[config.mk]
export PLATFORM = sky130hd
export DESIGN_NAME = rtu_frame_receiver_checker_core
export DESIGN_NICKNAME = d
export VERILOG_FILES = /design/src/rtl/rtu_frc_pkg.sv /design/src/rtl/rtu_frc_crc.sv /design/src/rtl/rtu_frame_receiver_checker_core.sv
export VERILOG_INCLUDE_DIRS = /design/src /design/src/rtl
export SDC_FILE = /design/constraint.sdc
export NUM_CORES = 1
export LEC_CHECK = 0
export ABC_AREA = 1
export BUFFER_PORTS_ARGS = -buffer_cell sky130_fd_sc_hd__buf_2
export CORE_MARGIN = 2
export CORE_UTILIZATION = 49
export DETAILED_ROUTE_END_ITERATION = 7
export PLACE_DENSITY = 0.82
export SLEW_MARGIN = 20
export SYNTH_ARGS = -nofsm -noshare
export SYNTH_HDL_FRONTEND = slang
export SYNTH_HIERARCHICAL = 1
export SYNTH_SLANG_ARGS = --single-unit
[constraint.sdc]
create_clock -name i_clk -period 5.65 [get_ports i_clk]
set_clock_uncertainty 0.05 [all_clocks]
set_input_delay 0.8475 -clock i_clk [delete_from_list [all_inputs] [get_ports i_clk]]
set_output_delay 0.8475 -clock i_clk [all_outputs]
set_load 0.01 [all_outputs]
[src/rtl/rtu_frame_receiver_checker_core_assert.svh]
// Assertion macros shared by the frame receiver RTL.
`ifndef RTU_FRAME_RECEIVER_CHECKER_CORE_ASSERT_SVH
`define RTU_FRAME_RECEIVER_CHECKER_CORE_ASSERT_SVH

`ifndef SYNTHESIS
// Same-cycle implication, checked on every rising clock edge outside reset.
`define RFC_ASSERT_IMPL(lbl, ante, cons) \
    lbl: assert property (@(posedge i_clk) disable iff (!i_rst_n) (ante) |-> (cons)) \
        else $error("frame receiver assertion failed");
// Next-cycle implication, checked on every rising clock edge outside reset.
`define RFC_ASSERT_NEXT(lbl, ante, cons) \
    lbl: assert property (@(posedge i_clk) disable iff (!i_rst_n) (ante) |=> (cons)) \
        else $error("frame receiver assertion failed");
`else
`define RFC_ASSERT_IMPL(lbl, ante, cons)
`define RFC_ASSERT_NEXT(lbl, ante, cons)
`endif

`endif

[src/rtl/rtu_frc_pkg.sv]
// Types and constants of the serial frame receiver and checker.
package rtu_frc_pkg;

    // One input item: a received byte or one idle tick.
    typedef struct packed {
        logic       op;
        logic [7:0] rx_byte;
    } t_rx_item;

    // One verdict for a closed frame.
    typedef struct packed {
        logic [1:0]  status;
        logic [7:0]  function_code;
        logic [39:0] payload;
        logic [5:0]  bytes_seen;
    } t_verdict;

    localparam logic OP_BYTE = 1'b0;
    localparam logic OP_TICK = 1'b1;

    localparam logic [1:0] ST_VALID     = 2'd0;
    localparam logic [1:0] ST_SHORT     = 2'd1;
    localparam logic [1:0] ST_BAD_ADDR  = 2'd2;
    localparam logic [1:0] ST_BAD_CRC   = 2'd3;

    localparam int unsigned CFG_IDX_W = 1;
    localparam logic [CFG_IDX_W-1:0] REG_STATION_ADDRESS = 1'b0;
    localparam logic [CFG_IDX_W-1:0] REG_SILENCE_TICKS   = 1'b1;

    localparam logic [7:0]  STATION_RESET = 8'd16;
    localparam logic [15:0] SILENCE_RESET = 16'd4000;

    localparam logic [5:0]  ADDR_POS   = 6'd0;
    localparam logic [5:0]  FUNC_POS   = 6'd1;
    localparam logic [5:0]  CRC_LEN    = 6'd7;
    localparam logic [5:0]  CRC_HI_POS = 6'd8;
    localparam logic [5:0]  FRAME_LEN  = 6'd9;
    localparam logic [5:0]  COUNT_MAX  = 6'd63;

    localparam logic [15:0] CRC_INIT = 16'hFFFF;
    localparam logic [15:0] CRC_POLY = 16'hA001;

endpackage

[src/rtl/rtu_frc_crc.sv]
// CRC-16/MODBUS update of the running value by one byte, LSB first.
module rtu_frc_crc (
    input  logic [15:0] i_crc,
    input  logic [7:0]  i_byte,
    output logic [15:0] o_crc
);
    import rtu_frc_pkg::*;

    always_comb begin
        logic [15:0] v;
        v = i_crc ^ {8'h00, i_byte};
        for (int k = 0; k < 8; k++) begin
            if (v[0]) begin
                v = (v >> 1) ^ CRC_POLY;
            end else begin
                v = v >> 1;
            end
        end
        o_crc = v;
    end

endmodule

[src/rtl/rtu_frame_receiver_checker_core.sv]
// Serial request frame receiver: byte counting, CRC-16/MODBUS check, verdict on silence.
//
// Each transfer on the input channel is either a received byte or one idle tick of
// one microsecond. The first nine bytes of a frame are kept (address, function code,
// five payload bytes, little-endian CRC) and the CRC runs over the first seven. Once
// the ticks after the last byte reach silence_ticks, one verdict transfer leaves on
// the output channel. One item can be accepted in every clock unless the input stalls;
// the state registers are updated at the accepting edge and the verdict sits in
// a two-entry output buffer, so the input stalls only while both entries are held by
// a stalled output. The byte-wide CRC update is the longest combinational path.
`include "rtu_frame_receiver_checker_core_assert.svh"

module rtu_frame_receiver_checker_core (
    input  logic                                i_clk,
    input  logic                                i_rst_n,
    input  logic                                i_cfg_wr_en,
    input  logic [rtu_frc_pkg::CFG_IDX_W-1:0]   i_cfg_idx,
    input  logic [15:0]                         i_cfg_wdata,
    input  logic                                i_in_valid,
    output logic                                o_in_stall,
    input  rtu_frc_pkg::t_rx_item               i_in_data,
    output logic                                o_out_valid,
    input  logic                                i_out_stall,
    output rtu_frc_pkg::t_verdict               o_out_data
);
    import rtu_frc_pkg::*;

    logic [7:0]  r_station;
    logic [15:0] r_silence;

    logic [5:0]  r_byte_cnt, n_byte_cnt;
    logic [15:0] r_idle_cnt, n_idle_cnt;
    logic [15:0] r_crc, n_crc;

    logic [7:0]  r_addr, r_func, r_crc_lo, r_crc_hi;
    logic [39:0] r_payload;

    logic     r_out_valid, r_skd_valid;
    t_verdict r_out, r_skd;

    logic        accept, is_byte, is_tick, close, out_free;
    logic [15:0] idle_inc, crc_next;
    t_verdict    verdict;

    rtu_frc_crc u_crc (
        .i_crc  (r_crc),
        .i_byte (i_in_data.rx_byte),
        .o_crc  (crc_next)
    );

    assign o_in_stall = r_skd_valid;
    assign accept     = i_in_valid & ~o_in_stall;
    assign is_byte    = accept & (i_in_data.op == OP_BYTE);
    assign is_tick    = accept & (i_in_data.op == OP_TICK) & (r_byte_cnt != 6'd0);
    assign idle_inc   = (r_idle_cnt == 16'hFFFF) ? r_idle_cnt : r_idle_cnt + 16'd1;
    assign close      = is_tick & (idle_inc >= r_silence);

    // Verdict checks in priority order: length, then address, then CRC.
    always_comb begin
        verdict.function_code = 8'h00;
        verdict.payload       = 40'h0;
        verdict.bytes_seen    = r_byte_cnt;
        if (r_byte_cnt < FRAME_LEN) begin
            verdict.status = ST_SHORT;
        end else if (r_addr != r_station) begin
            verdict.status = ST_BAD_ADDR;
        end else if (r_crc != {r_crc_hi, r_crc_lo}) begin
            verdict.status = ST_BAD_CRC;
        end else begin
            verdict.status        = ST_VALID;
            verdict.function_code = r_func;
            verdict.payload       = r_payload;
        end
    end

    always_comb begin
        n_byte_cnt = r_byte_cnt;
        n_idle_cnt = r_idle_cnt;
        n_crc      = r_crc;
        if (is_byte) begin
            n_idle_cnt = 16'd0;
            if (r_byte_cnt < CRC_LEN) begin
                n_crc = crc_next;
            end
            if (r_byte_cnt < COUNT_MAX) begin
                n_byte_cnt = r_byte_cnt + 6'd1;
            end
        end else if (close) begin
            n_byte_cnt = 6'd0;
            n_idle_cnt = 16'd0;
            n_crc      = CRC_INIT;
        end else if (is_tick) begin
            n_idle_cnt = idle_inc;
        end
    end

    always_ff @(posedge i_clk) begin
        if (!i_rst_n) begin
            r_station  <= STATION_RESET;
            r_silence  <= SILENCE_RESET;
            r_byte_cnt <= 6'd0;
            r_idle_cnt <= 16'd0;
            r_crc      <= CRC_INIT;
        end else begin
            if (i_cfg_wr_en) begin
                case (i_cfg_idx)
                    REG_STATION_ADDRESS: r_station <= i_cfg_wdata[7:0];
                    REG_SILENCE_TICKS:   r_silence <= i_cfg_wdata;
                    default: ;
                endcase
            end
            r_byte_cnt <= n_byte_cnt;
            r_idle_cnt <= n_idle_cnt;
            r_crc      <= n_crc;
        end
    end

    // Frame bytes by position; later bytes are counted only.
    always_ff @(posedge i_clk) begin
        if (is_byte) begin
            if (r_byte_cnt == ADDR_POS) begin
                r_addr <= i_in_data.rx_byte;
            end else if (r_byte_cnt == FUNC_POS) begin
                r_func <= i_in_data.rx_byte;
            end else if (r_byte_cnt < CRC_LEN) begin
                r_payload <= {r_payload[31:0], i_in_data.rx_byte};
            end else if (r_byte_cnt == CRC_LEN) begin
                r_crc_lo <= i_in_data.rx_byte;
            end else if (r_byte_cnt == CRC_HI_POS) begin
                r_crc_hi <= i_in_data.rx_byte;
            end
        end
    end

    // Output register with a skid entry behind it.
    assign out_free = ~r_out_valid | ~i_out_stall;

    always_ff @(posedge i_clk) begin
        if (!i_rst_n) begin
            r_out_valid <= 1'b0;
            r_skd_valid <= 1'b0;
        end else begin
            if (out_free) begin
                if (r_skd_valid) begin
                    r_out_valid <= 1'b1;
                    r_skd_valid <= 1'b0;
                end else begin
                    r_out_valid <= close;
                end
            end else if (close) begin
                r_skd_valid <= 1'b1;
            end
        end
    end

    always_ff @(posedge i_clk) begin
        if (out_free) begin
            if (r_skd_valid) begin
                r_out <= r_skd;
            end else if (close) begin
                r_out <= verdict;
            end
        end else if (close) begin
            r_skd <= verdict;
        end
    end

    assign o_out_valid = r_out_valid;
    assign o_out_data  = r_out;

    `RFC_ASSERT_IMPL(a_skid_behind_out, r_skd_valid, r_out_valid)
    `RFC_ASSERT_NEXT(a_close_clears_count, close, (r_byte_cnt == 6'd0) && (r_crc == CRC_INIT))
    `RFC_ASSERT_IMPL(a_idle_needs_bytes, r_idle_cnt != 16'd0, r_byte_cnt != 6'd0)
    `RFC_ASSERT_IMPL(a_valid_full_frame, r_out_valid && (r_out.status == ST_VALID), r_out.bytes_seen >= FRAME_LEN)

endmodule
Yosys cells after proc, flatten, opt, wreduce, memory -nomap -nowiden --
Cells that the tools add are included.
Operators by class: muxes and demuxes 24, add/subtract/negate cells 2, reductions and logical operators 17, divide/modulo/power cells 0, multiply operators 0, shift operators 0, bitwise operators 26, equal/unequal tests 8, $lt $le $gt $ge 4
Operators by type and width (count):
- 16-bit two-way mux | 12
- 48-bit two-way mux | 3
- 56-bit two-way mux | 2
- 2-bit inverter with 3-bit output | 8
- 6-bit two-way mux | 3
- 16-bit by 1-bit adder with 16-bit output, second input constant | 1
- 16-bit == test, second input constant | 1
- 16-bit >= comparator | 1
- 16-bit != test | 1
- 16-bit by 8-bit XOR with 16-bit output | 1
- 2-bit AND reduction | 7
- 1-bit inverter | 11
- 8-bit != test | 1
- 6-bit by 1-bit adder with 6-bit output, second input constant | 1
- 6-bit by 1-bit == test with 1-bit output, second input constant | 1
- 6-bit by 3-bit == test with 1-bit output, second input constant | 1
- 6-bit by 4-bit == test with 1-bit output, second input constant | 1
- 6-bit logical NOT | 1
- 6-bit by 3-bit less-than comparator with 1-bit output, second input constant | 1
- 6-bit by 4-bit less-than comparator with 1-bit output, second input constant | 1
- 6-bit less-than comparator, second input constant | 1
- 2-bit two-way mux | 3
- 6-bit AND reduction | 1
- 6-bit nonzero test | 1
- other kinds (10) | 16
Word-level totals: bits of input ports 31, output and inout port bits 58, word-level logic and storage cells 101, bits in latches 0, bits in read-only memories 0, memories 0, bits in writable memories 0, flip-flop bits (word level) 248

Depth between registers and ports, before layout --
Gate-level depths: netlist of run 1.
depth after elaboration 19, mapped depth 26, mapped depth without buffers 24

By module --
The synthesis of run 1 kept the hierarchy.
By module, submodules not included:
- rtu_frame_receiver_checker_core | times used 1, area an instance 10841.6 µm², cells each 1072, sequential area each 6806.5 µm²
- rtu_frc_crc | times used 1, area an instance 445.4 µm², cells each 65, sequential area each 0.0 µm²

Worst setup path after synthesis of run 1 --
Ideal clock, no wire load.
path type reg2reg, start reg r_idle_cnt[0], end reg r_out, in the netlist o_out_data[0], enable pin, library setup time 0.485 ns, cell stages (with the launch flop) 20, slack 0.219 ns, path buffers 1, arrival time 4.896 ns, period minus slack after synthesis 5.431 ns, data required time 5.115 ns, cells stage by stage dfxtp_1 -> ha_1 -> nand2_1 -> nor2_2 -> nand2_1 -> nor2_1 -> nand2_1 -> o21a_1 -> ha_1 -> nand2_1 -> nand2_1 -> nand2_1 -> nand2_1 -> nand2_1 -> nand2_1 -> nand2_1 -> nand2_1 -> nand2_8 -> buf_2 -> a21boi_1
On the way: longest elaborated chain between the ends 6, elaborated cells between the ends (all ways) 7, those cells by class 1 x add/sub; 1 x order compare; 1 x eq/ne; 1 x mux; 1 x bitwise; 2 x reduce/logical
Ends and longest elaborated chain:
- from (decl) | line rtu_frame_receiver_checker_core.sv:32 | logic [15:0] r_idle_cnt, n_idle_cnt;
- from (signal assigned) | line rtu_frame_receiver_checker_core.sv:113 | r_idle_cnt <= n_idle_cnt;
- 16-bit by 1-bit adder with 16-bit output / 16-bit == test (equally long branches) | line rtu_frame_receiver_checker_core.sv:55 | assign idle_inc = (r_idle_cnt == 16'hFFFF) ? r_idle_cnt : r_idle_cnt + 16'd1;
- 16-bit two-way mux (*) | line rtu_frame_receiver_checker_core.sv:55
- net idle_inc[1] | line rtu_frame_receiver_checker_core.sv:42 | logic [15:0] idle_inc, crc_next;
- 16-bit >= comparator (*) | line rtu_frame_receiver_checker_core.sv:56 | assign close = is_tick & (idle_inc >= r_silence);
- 1-bit AND (*) | line rtu_frame_receiver_checker_core.sv:56
- 2-bit nonzero test (no source line) (*)
- 2-bit AND reduction (no source line) (*)
- to (signal assigned) | line rtu_frame_receiver_checker_core.sv:159 | r_out <= r_skd;
- to (signal assigned) | line rtu_frame_receiver_checker_core.sv:161 | r_out <= verdict;
- to (decl) | line rtu_frame_receiver_checker_core.sv:39 | t_verdict r_out, r_skd;
The timed path passes the listed nets; every way through them passes the cells marked *. A chain may end at the register's enable or synchronous reset.

Final worst setup path of run 1 --
start reg r_idle_cnt[1], end reg r_skd[42] (netlist bit), enable pin
On the way: longest elaborated chain between the ends 5, elaborated cells between the ends (all ways) 6, those cells by class 1 x add/sub; 1 x order compare; 1 x eq/ne; 1 x mux; 1 x bitwise; 1 x reduce/logical
Ends and longest elaborated chain:
- 16-bit by 1-bit adder with 16-bit output / 16-bit == test (equally long branches) | line rtu_frame_receiver_checker_core.sv:55
- 16-bit two-way mux (*) | line rtu_frame_receiver_checker_core.sv:55
- net idle_inc[14] | line rtu_frame_receiver_checker_core.sv:42
- 16-bit >= comparator (*) | line rtu_frame_receiver_checker_core.sv:56
- 1-bit AND (*) | line rtu_frame_receiver_checker_core.sv:56
- 2-bit AND reduction (no source line) (*)
- to (signal assigned) | line rtu_frame_receiver_checker_core.sv:164 | r_skd <= verdict;
- to (decl) | line rtu_frame_receiver_checker_core.sv:39
Marked as above.

==> results of run 1 <==
## cell type report
class | count | area [sq um]
clock buffers | 34 | 724.4
inverters | 172 | 649.4
clock inverters | 12 | 65.06
fillers | 1861 | 9915
multi-input cells | 667 | 3618
well taps | 285 | 356.6
repair buffers | 94 | 505.5
flip-flops and latches | 248 | 6807
## registers in the layout, summed over array words and instances (netlist names)
register and count:
o_in_stall 1, r_addr 8, r_idle_cnt 16, r_skd 56, r_crc_hi 8, r_crc 16
r_byte_cnt 6, r_func 8, r_silence 16, o_out_data 56, o_out_valid 1, r_payload 40
r_station 8, r_crc_lo 8
## layer usage
metal | GRT usage | routed length, um | part of all wire
met5 | 0 | 0 | 0
met3 | 0.02556 | 1137 | 0.053
met4 | 0.05024 | 462 | 0.021
met1 | 0.2436 | 9494 | 0.44
met2 | 0.3110 | 10550 | 0.49
## cells by family after synthesis
logic type | Yosys count
xor+xnor | 39
buf+inv | 222
simple gates | 466
fa+ha+maj | 21
flops | 248
compound gates | 141
## layout by cell type, fill, tap and decap left out, types with 5 or more instances in the layout
master	instances
inv_1	167
nand2_2	11
nor3_1	8
nand2_1	138
nor2_1	153
a21oi_2	10
nand3_2	16
dfxtp_1	64
xnor2_1	18
clkbuf_1	5
or2_2	22
a21oi_1	79
o21ai_0	38
ha_1	21
buf_2	88
nand4_1	5
xor2_1	19
buf_4	5
nand3_1	96
nand2_4	6
o211ai_1	10
clkinv_2	10
edfxtp_1	184
clkbuf_16	28
## worst max-delay path: stages (launching register included)
cell and delay [ns]:
dfxtp_1 0.40, ha_1 0.24, nand2_1 0.10, nor2_2 0.18, nand2_1 0.10, nor2_1 0.19
nand4_1 0.14, o21a_1 0.14, ha_1 0.27, nand2_1 0.07, nor3_1 0.25, nand2_1 0.08
nand2_1 0.15, nand2_8 0.17, nor2_4 0.52, buf_4 0.51
## stage by stage
step / total power, mW / hold slack [ns]
after global routing: 3.885 / 0.4078
after CTS: 3.787 / 0.3945
final: 3.758 / 0.3971
after floorplan: 2.171 / 0.3529
after global placement: 2.214 / 0.3805
after detailed placement: 2.222 / 0.3857
## path summary, 6_finish.rpt
check,end,slack [ns],cells after the start
worst max-delay path,r_skd[42]$_DFFE_PP_,1.66,15
worst min-delay path,r_payload[14]$_DFFE_PP_,0.40,0
worst max register to register,r_skd[42]$_DFFE_PP_,1.66,15
worst min register to register,r_payload[14]$_DFFE_PP_,0.40,0
## where the power goes
part	total [mW]	internal, mW	switching (mW)
registers	1.99	1.97	0.0198
logic	0.198	0.0740	0.124
clock network	1.57	0.902	0.670
total	3.76	2.94	0.814
==> reports/qor.csv, run 1 <==
stage,metric,value,unit
clock_network,TritonCTS Buffers,26,
clock_network,H-Tree Depth,1,
yosys,xor and xnor area share after synthesis,0.03159,
yosys,Post-synth EDFFs,184,
floorplanning,I/O Pins,89,
yosys,commonest cells in the synthesized netlist,"184 x edfxtp_1, 167 x inv_1, 155 x nor2_1, 138 x nand2_1, 96 x nand3_1",
yosys,synth top area cells,"edfxtp_1 49%, dfxtp_1 11%, inv_1 5.6%",
yosys,mux cell area share after synthesis,0,
pwr,worst vdd ir,0.2193,mV
finish,final instance area,12730,sq um
grt,antenna violations before repair,0,
yosys,"area leader, netlist",edfxtp_1,
pwr,Static Leak,5.653,nW
grt,largest net degree at the start of global routing,100,
worst_setup_path,R2R Path Start,r_idle_cnt[1]$_SDFFE_PP0P_,
sta,RSZ-0062 raised after global routing,false,
drt,DR iter-0 viols,475,
yosys,area share of the largest cell type after synthesis,0.4895,
finish,ant diodes,0,
grt,gr ovfl total,0,
drt,Vias,7697,
placed_design,DP Area,11900,sq um
worst_setup_path,"critical path fanouts, max",36,
floorplanning,# rows,55,
placed_design,input/output buffers,88,
yosys,sequential area share after synthesis,0.6030,
sta,Fmax,0.2504,GHz
clock_network,clk buf depth,3,
worst_hold_path,Hold Crit Class,flip-flop to flip-flop,
floorplanning,total core area,22640,sq um
clock_network,CTS tree,done,
placed_design,pre-CTS setup slack,1.646,ns
yosys,largest family of logic cells by synthesized area,simple AND/OR/NAND/NOR gates,
yosys,Cells after Synth,1137,
placed_design,GPL Wtd Cong,0.8985,
yosys,Avg Inst Size Synth,9.927,sq um
sta,final max-slew violation count,0,
drt,routed len/inst,14.31,um
clock_network,root buf cell,clkbuf_16,
yosys,Compound-Gate Fraction of Synth Area,0.06873,
worst_setup_path,start point of the critical path,r_idle_cnt[1]$_SDFFE_PP0P_,
grt,vias in the first global route,7436,
floorplanning,Die X,155.8,um
yosys,Cell variety after synth,36,
pwr,Pwr per Cell Area,295.3,nW/um^2
sta,"Setup violations, final",0,
worst_setup_path,WP data required,5.76,ns
clock_network,clk sink count,248,
sta,Tightest Pin Transition,1.042,ns
grt,Total GRT Usage,0.1817,
yosys,Synthesis Warnings,6,
yosys,ys async rst share,0,
outcome,status,"finished, final reports clean",
clock_network,setup bufs post-CTS,0,
drt,"wirelength, routed",21640,um
finish,Area Growth Syn to Fin,12.75,%
worst_setup_path,crit path kind,flip-flop to flip-flop,
floorplanning,DIE AREA,24260,sq um
drt,Vias/cell,5.091,
sta,Final period util,0.7068,
worst_setup_path,CP endpoint kind,flip-flop,
finish,final cell count without fillers,1512,
sta,headroom to the max-slew limit,0.3037,
sta,setup tns final,0,ns
clock_network,"CTS clk-pin slew, worst paths",0.06,ns
worst_setup_path,Critical Path AT,4.10,ns
yosys,syn_nets,1189,
drt,Pre-antenna DRT Iters,5,
sta,Setup WS post-layout,1.656,ns
yosys,fraction of the mapped netlist area in simple logic gates,0.1927,
drt,Antenna Nets Post-Route,0,
grt,first-pass GRT wire length,35750,um
floorplanning,Starting Density,0.4985,
sta,Tmin final,3.994,ns
yosys,most frequent cell after synthesis,edfxtp_1,
placed_design,Detail Placement HPWL,14560,um
clock_network,worst skew pair latency,0.52,ns
placed_design,DP Cell Count,1465,
finish,Final Core Density,0.5621,
worst_setup_path,Worst setup SP type,flip-flop,
worst_hold_path,Hold Crit Start,r_payload[6]$_DFFE_PP_,
yosys,cell area after synthesis,11290,sq um
clock_network,post-CTS resize count,0,
yosys,Main synth FF type,edfxtp_1,
finish,layout cells sized above 1,0.1777,
drt,DRC violations left,0,
clock_network,hold_buf cts,0,
run,max cap viols,0,
sta,"Hold Violations, Final",0,
yosys,Post-Synth Adder-Cell Area,0.02328,
finish,# nets final,1261,
floorplanning,Die Height,155.8,um
yosys,Seq cells post-synth,248,
Note: power is estimated with default switching activity, not from simulation.
==> inputs of run 2 (changes only) <==
==> constraint.sdc (replaced) <==
create_clock -name i_clk -period 3.6 [get_ports i_clk]
set_clock_uncertainty 0.05 [all_clocks]
set_input_delay 0.54 -clock i_clk [delete_from_list [all_inputs] [get_ports i_clk]]
set_output_delay 0.54 -clock i_clk [all_outputs]
set_load 0.01 [all_outputs]
==> run 2 against run 1 <==
Net effect:
- sequential power is 57% higher
- via count is 2.2% higher
- wire length is 4.5% higher
- clock-buffer cell count is 3 lower
- first-iteration DRC count is 20% higher
- non-clock buffer count is 16 higher
- worst setup slack worse by 1.4 ns
- sequential share of layout area is 0.94 points lower
- global-route usage is 0.26 points lower
- maximum frequency is 20% higher
- flip-flop and latch count stayed put
- final cell count is 1.3% higher
==> reports/qor.csv, run 2 (same netlist as run 1, synthesis figures left out) <==
stage,metric,value,unit
outcome,status,"finished, final reports clean",
sta,Tightest Pin Transition,1.013,ns
worst_setup_path,CP endpoint kind,flip-flop,
grt,antenna violations before repair,2,
placed_design,GPL Wtd Cong,0.8355,
sta,RSZ-0062 raised after global routing,false,
placed_design,Detail Placement HPWL,14700,um
sta,setup tns final,0,ns
sta,Final period util,0.9239,
grt,first-pass GRT wire length,35410,um
finish,layout cells sized above 1,0.1910,
clock_network,clk sink count,248,
clock_network,root buf cell,clkbuf_16,
floorplanning,DIE AREA,24260,sq um
worst_setup_path,Worst setup SP type,flip-flop,
clock_network,TritonCTS Buffers,26,
worst_setup_path,WP data required,3.77,ns
clock_network,CTS tree,done,
grt,Top Usage Layer GRT,met2,
clock_network,hold_buf cts,0,
drt,DRC violations left,0,
pwr,total chip power,6.034,mW
clock_network,H-Tree Depth,1,
floorplanning,total core area,22640,sq um
placed_design,DP Cell Count,1473,
drt,Vias/cell,5.140,
floorplanning,Die X,155.8,um
drt,Pre-antenna DRT Iters,5,
pwr,worst vdd ir,0.3838,mV
grt,largest net degree at the start of global routing,100,
finish,register area,6809,sq um
worst_setup_path,crit-path leading delay family,simple AND/OR/NAND/NOR gates,
drt,Antenna Nets Post-Route,0,
finish,final cell count without fillers,1531,
finish,ant diodes,0,
worst_setup_path,"slowest stage cell, crit path",dfxtp_2,
sta,"Setup violations, final",0,
worst_setup_path,CP Cell Sequence,ha_2 > nand2_1 > nor2_2 > nand2_1 > nor2_2 > nand4_1 > o21a_1 > ha_1 > nand2_1 > nor3_1 > nand2_1 > nand2_2 > nand2_8 > a21boi_4 > clkbuf_16,
floorplanning,# rows,55,
worst_hold_path,Hold Crit Class,input port to flip-flop,
finish,Multi-input gate area,3631,sq um
clock_network,"CTS clk-pin slew, worst paths",0.06,ns
sta,"Hold Violations, Final",0,
clock_network,clk buf depth,3,
finish,layout filler cell count,1816,
worst_setup_path,"critical path fanouts, max",28,
sta,final max-slew violation count,0,
drt,Vias,7869,
worst_setup_path,WP buf/inv,1,
worst_setup_path,Worst R2R Setup Slack,0.27,ns
finish,most frequent cells in the layout,"184 x edfxtp_1, 167 x inv_1, 152 x nor2_1, 137 x nand2_1, 96 x nand3_1",
finish,"most common cell after layout, fill and taps aside",edfxtp_1,
finish,Area Growth Syn to Fin,14.81,%
sta,Tmin final,3.326,ns
pwr,Pwr per Cell Area,465.6,nW/um^2
finish,# nets final,1278,
grt,grt met1 use,0.2476,
worst_setup_path,Critical Path AT,3.50,ns
placed_design,input/output buffers,88,
clock_network,worst skew pair latency,0.52,ns
sta,headroom to the max-slew limit,0.3245,
floorplanning,Die Height,155.8,um
drt,"wirelength, routed",22610,um
floorplanning,I/O Pins,89,
pwr,Static Leak,5.763,nW
run,max cap viols,0,
grt,vias in the first global route,7276,
grt,GR Util met2,0.2971,
grt,Total GRT Usage,0.1791,
grt,gr ovfl total,0,
grt,Global Route met3 Usage,0.02944,
worst_setup_path,crit-path max cell delay,0.37,ns
drt,DR iter-0 viols,570,
worst_setup_path,crit-path most repeated cell,nand2_1,
sta,Fmax,0.3006,GHz
worst_setup_path,crit path kind,flip-flop to flip-flop,
floorplanning,Starting Density,0.4985,
drt,routed len/inst,14.77,um
-- run 2: cell count changes in the layout (fill, tap and decap cells not counted), moves of 2 or more --
cell | before | now
buf_12 | 0 | 3
buf_4 | 5 | 16
bufinv_16 | 0 | 2
clkinv_1 | 1 | 6
clkinv_2 | 10 | 5
dfxtp_1 | 64 | 62
dfxtp_2 | 0 | 2
nor2_2 | 3 | 5
-- run 2: cell type report --
cell class	instances	area share
Inverter	172	0.05021
Tap cell	285	0.02752
Sequential cell	248	0.5254
Clock inverter	17	0.01072
Multi-Input combinational cell	668	0.2802
Clock buffer	31	0.05330
Timing Repair Buffer	110	0.05262
-- run 2: worst reg2reg max path: stages, from the launching register on --
cell	delay, ns
dfxtp_2	0.37
ha_2	0.23
nand2_1	0.08
nor2_2	0.17
nand2_1	0.13
nor2_2	0.18
nand4_1	0.13
o21a_1	0.13
ha_1	0.27
nand2_1	0.07
nor3_1	0.22
nand2_1	0.09
nand2_2	0.11
nand2_8	0.16
a21boi_4	0.36
clkbuf_16	0.29
-- run 2: final timing paths --
kind | startpoint | to | cells past startpoint
worst max-delay path | r_idle_cnt[1]$_SDFFE_PP0P_ | o_out_data[9]$_DFFE_PP_ | 15
worst min-delay path | i_cfg_wdata[9] | r_silence[9]$_SDFFE_PN1P_ | 3
worst max register to register | r_idle_cnt[1]$_SDFFE_PP0P_ | o_out_data[9]$_DFFE_PP_ | 15
worst min register to register | r_payload[27]$_DFFE_PP_ | r_payload[35]$_DFFE_PP_ | 0
-- run 2: per-stage QoR --
| step | hold slack, ns | cell area, sq um | setup slack [ns] | utilization |
|---|---|---|---|---|
| floorplan | 0.3529 | 11320 | 0.01412 | - |
| global placement | 0.3816 | 12000 | 0.4199 | 0.5299 |
| detailed placement | 0.3834 | 12000 | 0.3378 | 0.5299 |
| CTS | 0.1708 | 12830 | 0.3179 | 0.5666 |
| global route | 0.1846 | 12960 | 0.0006222 | 0.5724 |
| finish | 0.1843 | 12960 | 0.2738 | 0.5724 |
-- run 2: repair_timing --
item                       4_1_cts  5_1_grt
resized for setup                0        3
setup endpoints to repair        0       63
setup buffers                    0        6
-- run 2: layer usage --
layer  part of all wire  vias up
li1                   -     3907
met1               0.45     3716
met2               0.48      212
met3              0.052       32
met4              0.017        2
met5            0.00057        -
-- run 2: power by group --
| group | internal, mW | switching (mW) |
|---|---|---|
| logic | 0.118 | 0.197 |
| registers | 3.09 | 0.0316 |
| clock network | 1.51 | 1.09 |
| total | 4.72 | 1.31 |
